==> src/sv/ksc_pkg.sv <==
// ksc_pkg: shared types and constants of the keyword streak confirmer.
// Used by ksc_ctrl, ksc_datapath and keyword_streak_confirmer; no dependencies.
`timescale 1ns / 1ps

package ksc_pkg;

    // Field widths
    localparam int PROB_BITS   = 16;
    localparam int COUNT_BITS  = 4;
    localparam int CLASS_BITS  = 3;
    localparam int THR_BITS    = 7;
    localparam int NUM_CLASSES = 5;

    // Configuration registers
    localparam int NEED_REG_W = NUM_CLASSES * COUNT_BITS;
    localparam int THR_REG_W  = NUM_CLASSES * THR_BITS;
    localparam int CFG_DATA_W = (NEED_REG_W > THR_REG_W) ? NEED_REG_W : THR_REG_W;
    localparam int CFG_IDX_W  = 2;

    localparam logic [CFG_IDX_W-1:0] REG_NEED_COUNTS = CFG_IDX_W'(0);
    localparam logic [CFG_IDX_W-1:0] REG_THRESHOLDS  = CFG_IDX_W'(1);

    // Needed counts after reset: 2,2,4,4,2 for classes 0..4
    localparam logic [NEED_REG_W-1:0] NEED_RESET =
        (NEED_REG_W'(2) << (COUNT_BITS * 0)) | (NEED_REG_W'(2) << (COUNT_BITS * 1)) |
        (NEED_REG_W'(4) << (COUNT_BITS * 2)) | (NEED_REG_W'(4) << (COUNT_BITS * 3)) |
        (NEED_REG_W'(2) << (COUNT_BITS * 4));

    // Probability sum and divider
    localparam int SUM_W     = PROB_BITS + COUNT_BITS;
    localparam int DIV_CNT_W = $clog2(SUM_W);
    localparam int PROD_W    = PROB_BITS + THR_BITS;
    localparam int PCT_FULL  = 100;

    // Class codes
    localparam logic [CLASS_BITS-1:0] CLS_OFF     = CLASS_BITS'(0);
    localparam logic [CLASS_BITS-1:0] CLS_ON      = CLASS_BITS'(1);
    localparam logic [CLASS_BITS-1:0] CLS_OTHER   = CLASS_BITS'(2);
    localparam logic [CLASS_BITS-1:0] CLS_SILENCE = CLASS_BITS'(3);
    localparam logic [CLASS_BITS-1:0] CLS_SWITCH  = CLASS_BITS'(4);

    // Function codes
    localparam logic FUNC_PROCESS = 1'b0;
    localparam logic FUNC_CLEAR   = 1'b1;

    typedef struct packed {
        logic                  func;
        logic [CLASS_BITS-1:0] word_class;
        logic [PROB_BITS-1:0]  probability;
    } t_in_item;

    typedef struct packed {
        logic                  confirmed;
        logic [CLASS_BITS-1:0] confirmed_class;
        logic [PROB_BITS-1:0]  mean_probability;
        logic [COUNT_BITS-1:0] streak_length;
        logic                  bad_class;
    } t_out_item;

    // Controller to datapath
    typedef struct packed {
        logic load;      // take the input item, update detection state
        logic div_step;  // one restoring-division step
        logic push;      // move the finished result to the output register
    } t_dp_cmd;

    // Datapath to controller
    typedef struct packed {
        logic need_div;  // item being loaded confirms a word
        logic out_free;  // output register can take a result this cycle
    } t_dp_status;

endpackage

==> src/sv/ksc_ctrl.sv <==
// ksc_ctrl: sequencer of the keyword streak confirmer.
// Depends on ksc_pkg; drives ksc_datapath through t_dp_cmd.
`timescale 1ns / 1ps

module ksc_ctrl
    import ksc_pkg::*;
(
    input  logic       i_clk,
    input  logic       i_rst_n,
    input  logic       i_in_valid,
    output logic       o_in_ready,
    input  t_dp_status i_status,
    output t_dp_cmd    o_cmd
);

    localparam logic [1:0] S_IDLE = 2'd0;
    localparam logic [1:0] S_DIV  = 2'd1;
    localparam logic [1:0] S_PUSH = 2'd2;

    logic [1:0]           r_state, n_state;
    logic [DIV_CNT_W-1:0] r_step, n_step;

    always_comb begin
        n_state      = r_state;
        n_step       = r_step;
        o_cmd        = '0;
        o_in_ready   = 1'b0;
        case (r_state)
            S_IDLE: begin
                o_in_ready = 1'b1;
                if (i_in_valid) begin
                    o_cmd.load = 1'b1;
                    if (i_status.need_div) begin
                        n_state = S_DIV;
                        n_step  = DIV_CNT_W'(SUM_W - 1);
                    end else begin
                        n_state = S_PUSH;
                    end
                end
            end
            S_DIV: begin
                o_cmd.div_step = 1'b1;
                n_step         = r_step - 1'b1;
                if (r_step == '0) begin
                    n_state = S_PUSH;
                end
            end
            S_PUSH: begin
                if (i_status.out_free) begin
                    o_cmd.push = 1'b1;
                    n_state    = S_IDLE;
                end
            end
            default: begin
                n_state = S_IDLE;
            end
        endcase
    end

    always_ff @(posedge i_clk) begin
        if (!i_rst_n) begin
            r_state <= S_IDLE;
            r_step  <= '0;
        end else begin
            r_state <= n_state;
            r_step  <= n_step;
        end
    end

endmodule

==> src/sv/ksc_datapath.sv <==
// ksc_datapath: configuration, detection state, serial divider and output register.
// Depends on ksc_pkg; sequenced by ksc_ctrl.
`timescale 1ns / 1ps

module ksc_datapath
    import ksc_pkg::*;
(
    input  logic                  i_clk,
    input  logic                  i_rst_n,
    input  t_dp_cmd               i_cmd,
    output t_dp_status            o_status,
    input  t_in_item              i_in_item,
    input  logic                  i_cfg_valid,
    input  logic [CFG_IDX_W-1:0]  i_cfg_index,
    input  logic [CFG_DATA_W-1:0] i_cfg_data,
    output t_out_item             o_out_item,
    output logic                  o_out_valid,
    input  logic                  i_out_ready
);

    function automatic logic [COUNT_BITS-1:0] f_need(input logic [NEED_REG_W-1:0] reg_v,
                                                     input logic [CLASS_BITS-1:0] cls);
        logic [COUNT_BITS-1:0] v;
        v = '0;
        for (int k = 0; k < NUM_CLASSES; k++) begin
            if (cls == CLASS_BITS'(k)) v = reg_v[k*COUNT_BITS +: COUNT_BITS];
        end
        return v;
    endfunction

    function automatic logic [THR_BITS-1:0] f_thr(input logic [THR_REG_W-1:0] reg_v,
                                                  input logic [CLASS_BITS-1:0] cls);
        logic [THR_BITS-1:0] v;
        v = '0;
        for (int k = 0; k < NUM_CLASSES; k++) begin
            if (cls == CLASS_BITS'(k)) v = reg_v[k*THR_BITS +: THR_BITS];
        end
        return v;
    endfunction

    // Configuration
    logic [NEED_REG_W-1:0] r_need_reg;
    logic [THR_REG_W-1:0]  r_thr_reg;

    // Detection state
    logic                  r_streak_active, n_streak_active;
    logic [CLASS_BITS-1:0] r_streak_class,  n_streak_class;
    logic [COUNT_BITS-1:0] r_streak_count,  n_streak_count;
    logic [SUM_W-1:0]      r_prob_sum,      n_prob_sum;
    logic [COUNT_BITS-1:0] r_gap_count,     n_gap_count;
    logic [CLASS_BITS-1:0] r_gap_class,     n_gap_class;
    logic                  r_lock_active,   n_lock_active;
    logic [CLASS_BITS-1:0] r_locked_class,  n_locked_class;

    // Pending result and divider
    t_out_item             r_res, n_res;
    logic [SUM_W-1:0]      r_div_num;
    logic [COUNT_BITS-1:0] r_div_den;
    logic [COUNT_BITS-1:0] r_div_rem;
    t_out_item             r_out_item, n_out_item;
    logic                  r_out_valid;

    logic [CLASS_BITS-1:0] cls;
    logic [PROB_BITS-1:0]  prob;
    logic [COUNT_BITS-1:0] need;
    logic [THR_BITS-1:0]   thr;
    logic [PROD_W-1:0]     prob_pct;
    logic [PROD_W-1:0]     thr_scaled;
    logic                  is_cmd, passes, is_bad, lock_hit;
    logic                  gap_restart, gap_end, fresh, confirm;
    logic [COUNT_BITS-1:0] gap_new, cnt_new;
    logic [SUM_W-1:0]      sum_new;
    logic [COUNT_BITS:0]   rem_shift;
    logic                  rem_ge;

    assign cls        = i_in_item.word_class;
    assign prob       = i_in_item.probability;
    assign need       = f_need(r_need_reg, cls);
    assign thr        = f_thr(r_thr_reg, cls);
    assign prob_pct   = PROD_W'(prob) * PROD_W'(PCT_FULL);
    assign thr_scaled = {thr, {PROB_BITS{1'b0}}};
    assign is_bad     = (cls > CLS_SWITCH);
    assign lock_hit   = r_lock_active && (cls == r_locked_class);
    assign is_cmd     = (cls == CLS_OFF) || (cls == CLS_ON) || (cls == CLS_SWITCH);
    assign passes     = is_cmd && ((thr == '0) || (prob_pct >= thr_scaled));

    // Gap path
    assign gap_restart = (r_gap_count == '0) || (r_gap_class != cls);
    assign gap_new     = (gap_restart ? '0 : r_gap_count) + 1'b1;
    assign gap_end     = (gap_new >= need);

    // Streak path
    assign fresh   = !r_streak_active || (cls != r_streak_class);
    assign cnt_new = (fresh ? '0 : r_streak_count) + 1'b1;
    assign sum_new = (fresh ? '0 : r_prob_sum) + SUM_W'(prob);
    assign confirm = (cnt_new >= need);

    assign o_status.need_div = (i_in_item.func == FUNC_PROCESS) && !is_bad && !lock_hit &&
                               passes && confirm;
    assign o_status.out_free = !r_out_valid || i_out_ready;

    always_comb begin
        n_streak_active = r_streak_active;
        n_streak_class  = r_streak_class;
        n_streak_count  = r_streak_count;
        n_prob_sum      = r_prob_sum;
        n_gap_count     = r_gap_count;
        n_gap_class     = r_gap_class;
        n_lock_active   = r_lock_active;
        n_locked_class  = r_locked_class;
        n_res           = '0;
        if (i_in_item.func == FUNC_CLEAR) begin
            n_streak_active = 1'b0;
            n_streak_class  = '0;
            n_streak_count  = '0;
            n_prob_sum      = '0;
            n_gap_count     = '0;
            n_gap_class     = '0;
            n_lock_active   = 1'b0;
            n_locked_class  = '0;
        end else if (is_bad) begin
            n_res.bad_class     = 1'b1;
            n_res.streak_length = r_streak_count;
        end else if (lock_hit) begin
            n_res.streak_length = r_streak_count;
        end else if (!passes) begin
            n_lock_active = 1'b0;
            if (is_cmd || gap_end) begin
                n_streak_active = 1'b0;
                n_streak_count  = '0;
                n_prob_sum      = '0;
            end
            n_gap_count         = gap_end ? '0 : gap_new;
            n_gap_class         = gap_end ? '0 : cls;
            n_res.streak_length = (is_cmd || gap_end) ? '0 : r_streak_count;
        end else begin
            n_lock_active       = 1'b0;
            n_streak_class      = cls;
            n_gap_count         = '0;
            n_gap_class         = fresh ? '0 : r_gap_class;
            n_res.streak_length = cnt_new;
            if (confirm) begin
                n_streak_active       = 1'b0;
                n_streak_count        = '0;
                n_prob_sum            = '0;
                n_gap_class           = '0;
                n_lock_active         = 1'b1;
                n_locked_class        = cls;
                n_res.confirmed       = 1'b1;
                n_res.confirmed_class = cls;
            end else begin
                n_streak_active = 1'b1;
                n_streak_count  = cnt_new;
                n_prob_sum      = sum_new;
            end
        end
    end

    // Restoring division, one quotient bit per step, quotient shifts into r_div_num
    assign rem_shift = {r_div_rem, r_div_num[SUM_W-1]};
    assign rem_ge    = (rem_shift >= {1'b0, r_div_den});

    // Finished result with the quotient filled in on a confirmation
    always_comb begin
        n_out_item                  = r_res;
        n_out_item.mean_probability = r_res.confirmed ? r_div_num[PROB_BITS-1:0] : '0;
    end

    always_ff @(posedge i_clk) begin
        if (!i_rst_n) begin
            r_need_reg      <= NEED_RESET;
            r_thr_reg       <= '0;
            r_streak_active <= 1'b0;
            r_streak_class  <= '0;
            r_streak_count  <= '0;
            r_prob_sum      <= '0;
            r_gap_count     <= '0;
            r_gap_class     <= '0;
            r_lock_active   <= 1'b0;
            r_locked_class  <= '0;
            r_out_valid     <= 1'b0;
        end else begin
            if (i_cfg_valid) begin
                if (i_cfg_index == REG_NEED_COUNTS) r_need_reg <= i_cfg_data[NEED_REG_W-1:0];
                if (i_cfg_index == REG_THRESHOLDS)  r_thr_reg  <= i_cfg_data[THR_REG_W-1:0];
            end
            if (i_cmd.load) begin
                r_streak_active <= n_streak_active;
                r_streak_class  <= n_streak_class;
                r_streak_count  <= n_streak_count;
                r_prob_sum      <= n_prob_sum;
                r_gap_count     <= n_gap_count;
                r_gap_class     <= n_gap_class;
                r_lock_active   <= n_lock_active;
                r_locked_class  <= n_locked_class;
            end
            if (i_cmd.push) begin
                r_out_valid <= 1'b1;
            end else if (i_out_ready) begin
                r_out_valid <= 1'b0;
            end
        end
    end

    always_ff @(posedge i_clk) begin
        if (i_cmd.load) begin
            r_res     <= n_res;
            r_div_num <= sum_new;
            r_div_den <= cnt_new;
            r_div_rem <= '0;
        end else if (i_cmd.div_step) begin
            r_div_rem <= rem_ge ? COUNT_BITS'(rem_shift - {1'b0, r_div_den})
                                : rem_shift[COUNT_BITS-1:0];
            r_div_num <= {r_div_num[SUM_W-2:0], rem_ge};
        end
        if (i_cmd.push) begin
            r_out_item <= n_out_item;
        end
    end

    assign o_out_item  = r_out_item;
    assign o_out_valid = r_out_valid;

endmodule

==> src/sv/keyword_streak_confirmer.sv <==
// keyword_streak_confirmer: top level, joins the sequencer and the datapath.
// Depends on ksc_pkg, ksc_ctrl and ksc_datapath.
//
// Takes one keyword-classifier frame per item (class and Q0.16 probability) and
// returns one result item per frame. A command class (off, on, switch) is
// confirmed after its configured number of consecutive frames at or above its
// percent threshold; the result then carries the class and the floor of the
// streak's mean probability. Timing: a frame that does not confirm goes from the
// push state into the output register and the next frame is taken the cycle
// after; a confirming frame first passes through the one-bit-per-cycle restoring
// divider that forms sum/count over the 20-bit probability sum. A result waits
// in the push state while the output register still holds an unaccepted result.
// One item is in work at a time; the output register holds a finished result
// while the next item is accepted. Configuration writes are taken every cycle,
// but must only arrive while the block is idle. func = 1 clears all detection
// state.
`timescale 1ns / 1ps

module keyword_streak_confirmer
    import ksc_pkg::*;
(
    input  logic                  i_clk,
    input  logic                  i_rst_n,
    // frame channel
    input  logic                  i_in_valid,
    output logic                  o_in_ready,
    input  t_in_item              i_in_item,
    // result channel
    output logic                  o_out_valid,
    input  logic                  i_out_ready,
    output t_out_item             o_out_item,
    // register write channel
    input  logic                  i_cfg_valid,
    output logic                  o_cfg_ready,
    input  logic [CFG_IDX_W-1:0]  i_cfg_index,
    input  logic [CFG_DATA_W-1:0] i_cfg_data
);

    t_dp_cmd    cmd;
    t_dp_status status;

    // registers always writable
    assign o_cfg_ready = 1'b1;

    // sequencer: idle -> (divide) -> push to output register
    ksc_ctrl u_ctrl (
        .i_clk      (i_clk),
        .i_rst_n    (i_rst_n),
        .i_in_valid (i_in_valid),
        .o_in_ready (o_in_ready),
        .i_status   (status),
        .o_cmd      (cmd)
    );

    // state update, divider and output register
    ksc_datapath u_datapath (
        .i_clk       (i_clk),
        .i_rst_n     (i_rst_n),
        .i_cmd       (cmd),
        .o_status    (status),
        .i_in_item   (i_in_item),
        .i_cfg_valid (i_cfg_valid),
        .i_cfg_index (i_cfg_index),
        .i_cfg_data  (i_cfg_data),
        .o_out_item  (o_out_item),
        .o_out_valid (o_out_valid),
        .i_out_ready (i_out_ready)
    );

endmodule

==> config.mk <==
export PLATFORM = sky130hd
export DESIGN_NAME = keyword_streak_confirmer
export DESIGN_NICKNAME = d
export VERILOG_FILES = /design/src/sv/ksc_pkg.sv /design/src/sv/ksc_ctrl.sv /design/src/sv/ksc_datapath.sv /design/src/sv/keyword_streak_confirmer.sv
export SDC_FILE = /design/constraint.sdc
export NUM_CORES = 1
export LEC_CHECK = 0
export ABC_CLOCK_PERIOD_IN_PS = 8900
export BUFFER_PORTS_ARGS = -buffer_cell sky130_fd_sc_hd__buf_2
export CAP_MARGIN = 15
export CORE_AREA = 5 5 188 190
export CTS_CLUSTER_DIAMETER = 200
export CTS_CLUSTER_SIZE = 40
export DETAILED_ROUTE_END_ITERATION = 8
export DIE_AREA = 0 0 193 195
export HOLD_SLACK_MARGIN = 0.08
export PLACE_DENSITY_LB_ADDON = 0.3
export SKIP_LAST_GASP = 1
export SYNTH_ARGS = -nofsm -noshare
export SYNTH_HDL_FRONTEND = slang
export SYNTH_SLANG_ARGS = --single-unit
==> constraint.sdc <==
create_clock -name i_clk -period 8.9 [get_ports i_clk]
set_input_delay 0.89 -clock i_clk [delete_from_list [all_inputs] [get_ports i_clk]]
set_output_delay 0.89 -clock i_clk [all_outputs]
set_load 0.005 [all_outputs]
==> summary.txt <==
Outcome
  • Outcome: finished clean

Logic synthesis
  • Synthesized cell area: 9900 um^2
  • Post-synthesis sequential area ratio: 39.0%
  • YS warnings: 0
  • Syn Inst Count: 1070
  • Post-synth EDFFs: 58
  • Synth async-reset ratio: 0%
  • Post-synth top flop: dfxtp_1
  • #FFs+latches synth: 164
  • Netlist cell types: 70
  • Net count after synthesis: 1237
  • Post-Syn Area per Cell: 9.26 um^2

CTS
  • Clk buf depth: 2
  • Clock-pin slew on the worst setup and hold paths: 70 ps
  • Worst skew pair latency: 440 ps
  • Htree depth: 4
  • Cts bufs inserted: 17
  • Root Driver: clkbuf_16
  • CTS resizes: 0
  • CTS tree: done
  • Clk sinks: 164
  • Hold buffers post-CTS: 0
  • Setup Buffers After CTS: 0

Critical path
  • Most common cell on crit path: ha_1
  • Crit path max fanout: 15
  • CP max-delay cell: nor3_2
  • R2R depth: 13
  • CP Data Arrival Time: 7020 ps
  • CP Capture Type: flop
  • Required @ worst endpoint: 9260 ps
  • Startpoint Class: primary input
  • Crit-path cells: buf_2, ha_1, ha_1, fa_1, ha_1, o21ai_0, o21bai_1, o22a_1, a21oi_1, a211o_1, a21oi_1, o21a_1, nor2_1, xnor2_1, ha_1, nand4_1, nor3_1, o2111ai_1, nor4b_2, a22oi_2, nor3_2, or4b_1, a21boi_1
  • WS Path Type: in2reg
  • Slowest stage delay, CP: 780 ps

Power
  • P_leak: 4.57 nW
  • Flop pwr share: 42.0%
  • Sw frac: 30.9%
  • Max VDD drop: 0.125 mV
  • Internal power: 0.00136 W
  • Pwr dens: 173 nW/um^2
  • P_sw: 0.000608 W
  • Total power: 0.00197 W
  • Comb power frac: 21.4%
  • Clock power share: 36.6%

Layout
  • # diodes: 0
  • Final std cells w/o fill: 1602
  • Filler instances: 3468
  • Most common cell after layout, fill and taps aside: nand2_1
  • Layout area overhead: 14.8%
  • Layout cells sized above 1: 13.3%
  • Nets: 1308
  • Max reg flops: 35
  • Commonest non-fill, non-tap cells in the layout: 178 x nand2_1, 106 x dfxtp_1, 92 x ha_1
  • Storage cell area: 3860 um^2
  • Area of the multi-input gates: 5720 um^2

Global route
  • Total track usage: 13.1%
  • Largest net degree at the start of global routing: 60
  • Global Route met1 Usage: 18.9%
  • Initial antenna violation count: 0
  • First-pass GRT wire length: 39800 um
  • Met2 Usage GRT: 20.3%
  • GRT busiest layer: met2
  • Grt total ovfl: 0
  • GR Util met3: 2.68%
  • Vias in the first global route: 7446

Placement
  • Port bufs: 88
  • Pre-CTS setup slack: 1790 ps
  • Placed cells: 1570
  • DP HPWL: 18200 um
  • Routability cong.: 0.838

Die
  • Core area: 33300 um^2
  • Ports: 90
  • Num rows: 67
  • Initial Utilization: 29.8%
  • DIE AREA: 37600 um^2
  • Width of the die: 193 um
  • Die height: 195 um

Drt
  • DR vias: 7717
  • # DRC: 0
  • Drt pass-1 iters: 5
  • Routed Antenna Nets: 0
  • Total Wirelength: 24700 um
  • Wirelength per Cell: 15.4 um
  • Starting DRT DRC Count: 418
  • Via density: 4.82

Timing
  • Worst setup margin: 2250 ps
  • Slew margin rel.: 33.6%
  • Setup tns final: 0 ps
  • Clock Skew: 13.2 ps
  • Final min period: 6650 ps
  • RSZ-0062 raised after global routing: no
  • Worst-Margin Slew: 991 ps
  • Final Hold Fails: 0
  • Final setup fails: 0
  • Period utilization: 74.7%
  • Final Max Slew Viols: 0
  • F_max: 150 MHz

Worst hold path
  • Hold Path Cell Cnt: 0
  • Hold crit path type: reg2reg

Job
  • Max-Cap Viols: 0
metrics by stage:
stage	util, %	hold WS [ps]	cell area [um^2]
after floorplan	-	400	9900
after global placement	32.5	404	10800
after detailed placement	32.5	405	10800
after CTS	34.2	422	11400
after global routing	34.2	434	11400
final	34.2	420	11400
final timing paths:
check	start	slack, ps	to
setup / recovery	i_in_item[2]	2250	u_datapath.r_prob_sum[15]
hold / removal	u_datapath.n_out_item[21]	420	u_datapath.o_out_item[21]
setup reg to reg	u_datapath.r_thr_reg[23]	4870	u_datapath.r_prob_sum[15]
hold reg to reg	u_datapath.n_out_item[21]	420	u_datapath.o_out_item[21]
cells in the mapped netlist, types with 3 or more instances:
master / count / area [um^2]
nand2_1: 178 / 668
dfxtp_1: 106 / 2120
ha_1: 92 / 1150
a21boi_0: 63 / 473
edfxtp_1: 58 / 1740
nor2_1: 47 / 176
and2_1: 44 / 275
o21ai_0: 43 / 215
a21oi_1: 38 / 190
clkbuf_1: 37 / 139
a22oi_1: 34 / 255
inv_1: 33 / 124
nor2b_1: 24 / 150
xnor2_1: 24 / 210
a21o_1: 20 / 150
nand3_1: 20 / 100
xor2_1: 17 / 149
nand2b_1: 16 / 100
fa_1: 13 / 260
nand4_1: 12 / 75.1
nor3_1: 11 / 55.1
a31oi_1: 9 / 56.3
and3_1: 9 / 56.3
o22a_1: 9 / 78.8
buf_2: 8 / 40.0
nor4_1: 8 / 50.1
nand3b_1: 7 / 52.6
mux2_2: 6 / 67.6
o21bai_1: 6 / 45.0
a211oi_1: 5 / 37.5
mux2_1: 5 / 56.3
mux2i_1: 4 / 40.0
nor3b_1: 4 / 30.0
o22ai_1: 4 / 25.0
nand4b_1: 3 / 26.3
o21a_1: 3 / 22.5
o21ai_1: 3 / 15.0
o31ai_1: 3 / 22.5
or3_1: 3 / 18.8
worst max-delay path, delay by kind of cell:
| kind | cells | cell delay (ps) |
|---|---|---|
| AOI/OAI and AO/OA | 10 | 1970 |
| buffers and inverters | 1 | 140 |
| and+or+nand+nor | 6 | 2210 |
| xor gates and xnor gates | 1 | 80 |
| adders and majority gates | 5 | 1730 |
power by group through the flow:
| stage | registers, W | clock network (W) | logic (W) |
|---|---|---|---|
| finish | 0.000828 | 0.000722 | 0.000421 |
| global route | 0.000832 | 0.000775 | 0.000477 |
| CTS | 0.000829 | 0.000744 | 0.000426 |
| detailed placement | 0.000846 | 0 | 0.000423 |
| global placement | 0.000845 | 0 | 0.000420 |
| floorplan | 0.000842 | 0 | 0.000308 |
routing by layer:
metal	routed length, um	part of all wire [%]	vias to the layer above
met4	282	1.1	0
met1	12300	50	3593
met3	1190	4.8	19
met2	11000	44	163
li1	-	-	3942
met5	0	0	-
cells by family after synthesis:
logic type,share of synthesized area (%)
compound gates,18.3
xor+xnor,3.63
fa+ha+maj,14.2
buf+inv,3.37
flops,39.0
mux,1.65
other cells,0.0758
simple gates,19.7
area by class of cell:
class	instances	share of cell area [%]
Timing Repair Buffer	101	4.73
Tap cell	448	4.93
Sequential cell	164	34.0
Clock inverter	14	1.19
Clock buffer	18	3.77
Inverter	33	1.09
Multi-Input combinational cell	824	50.3
Power figures use the tool's default switching activity.
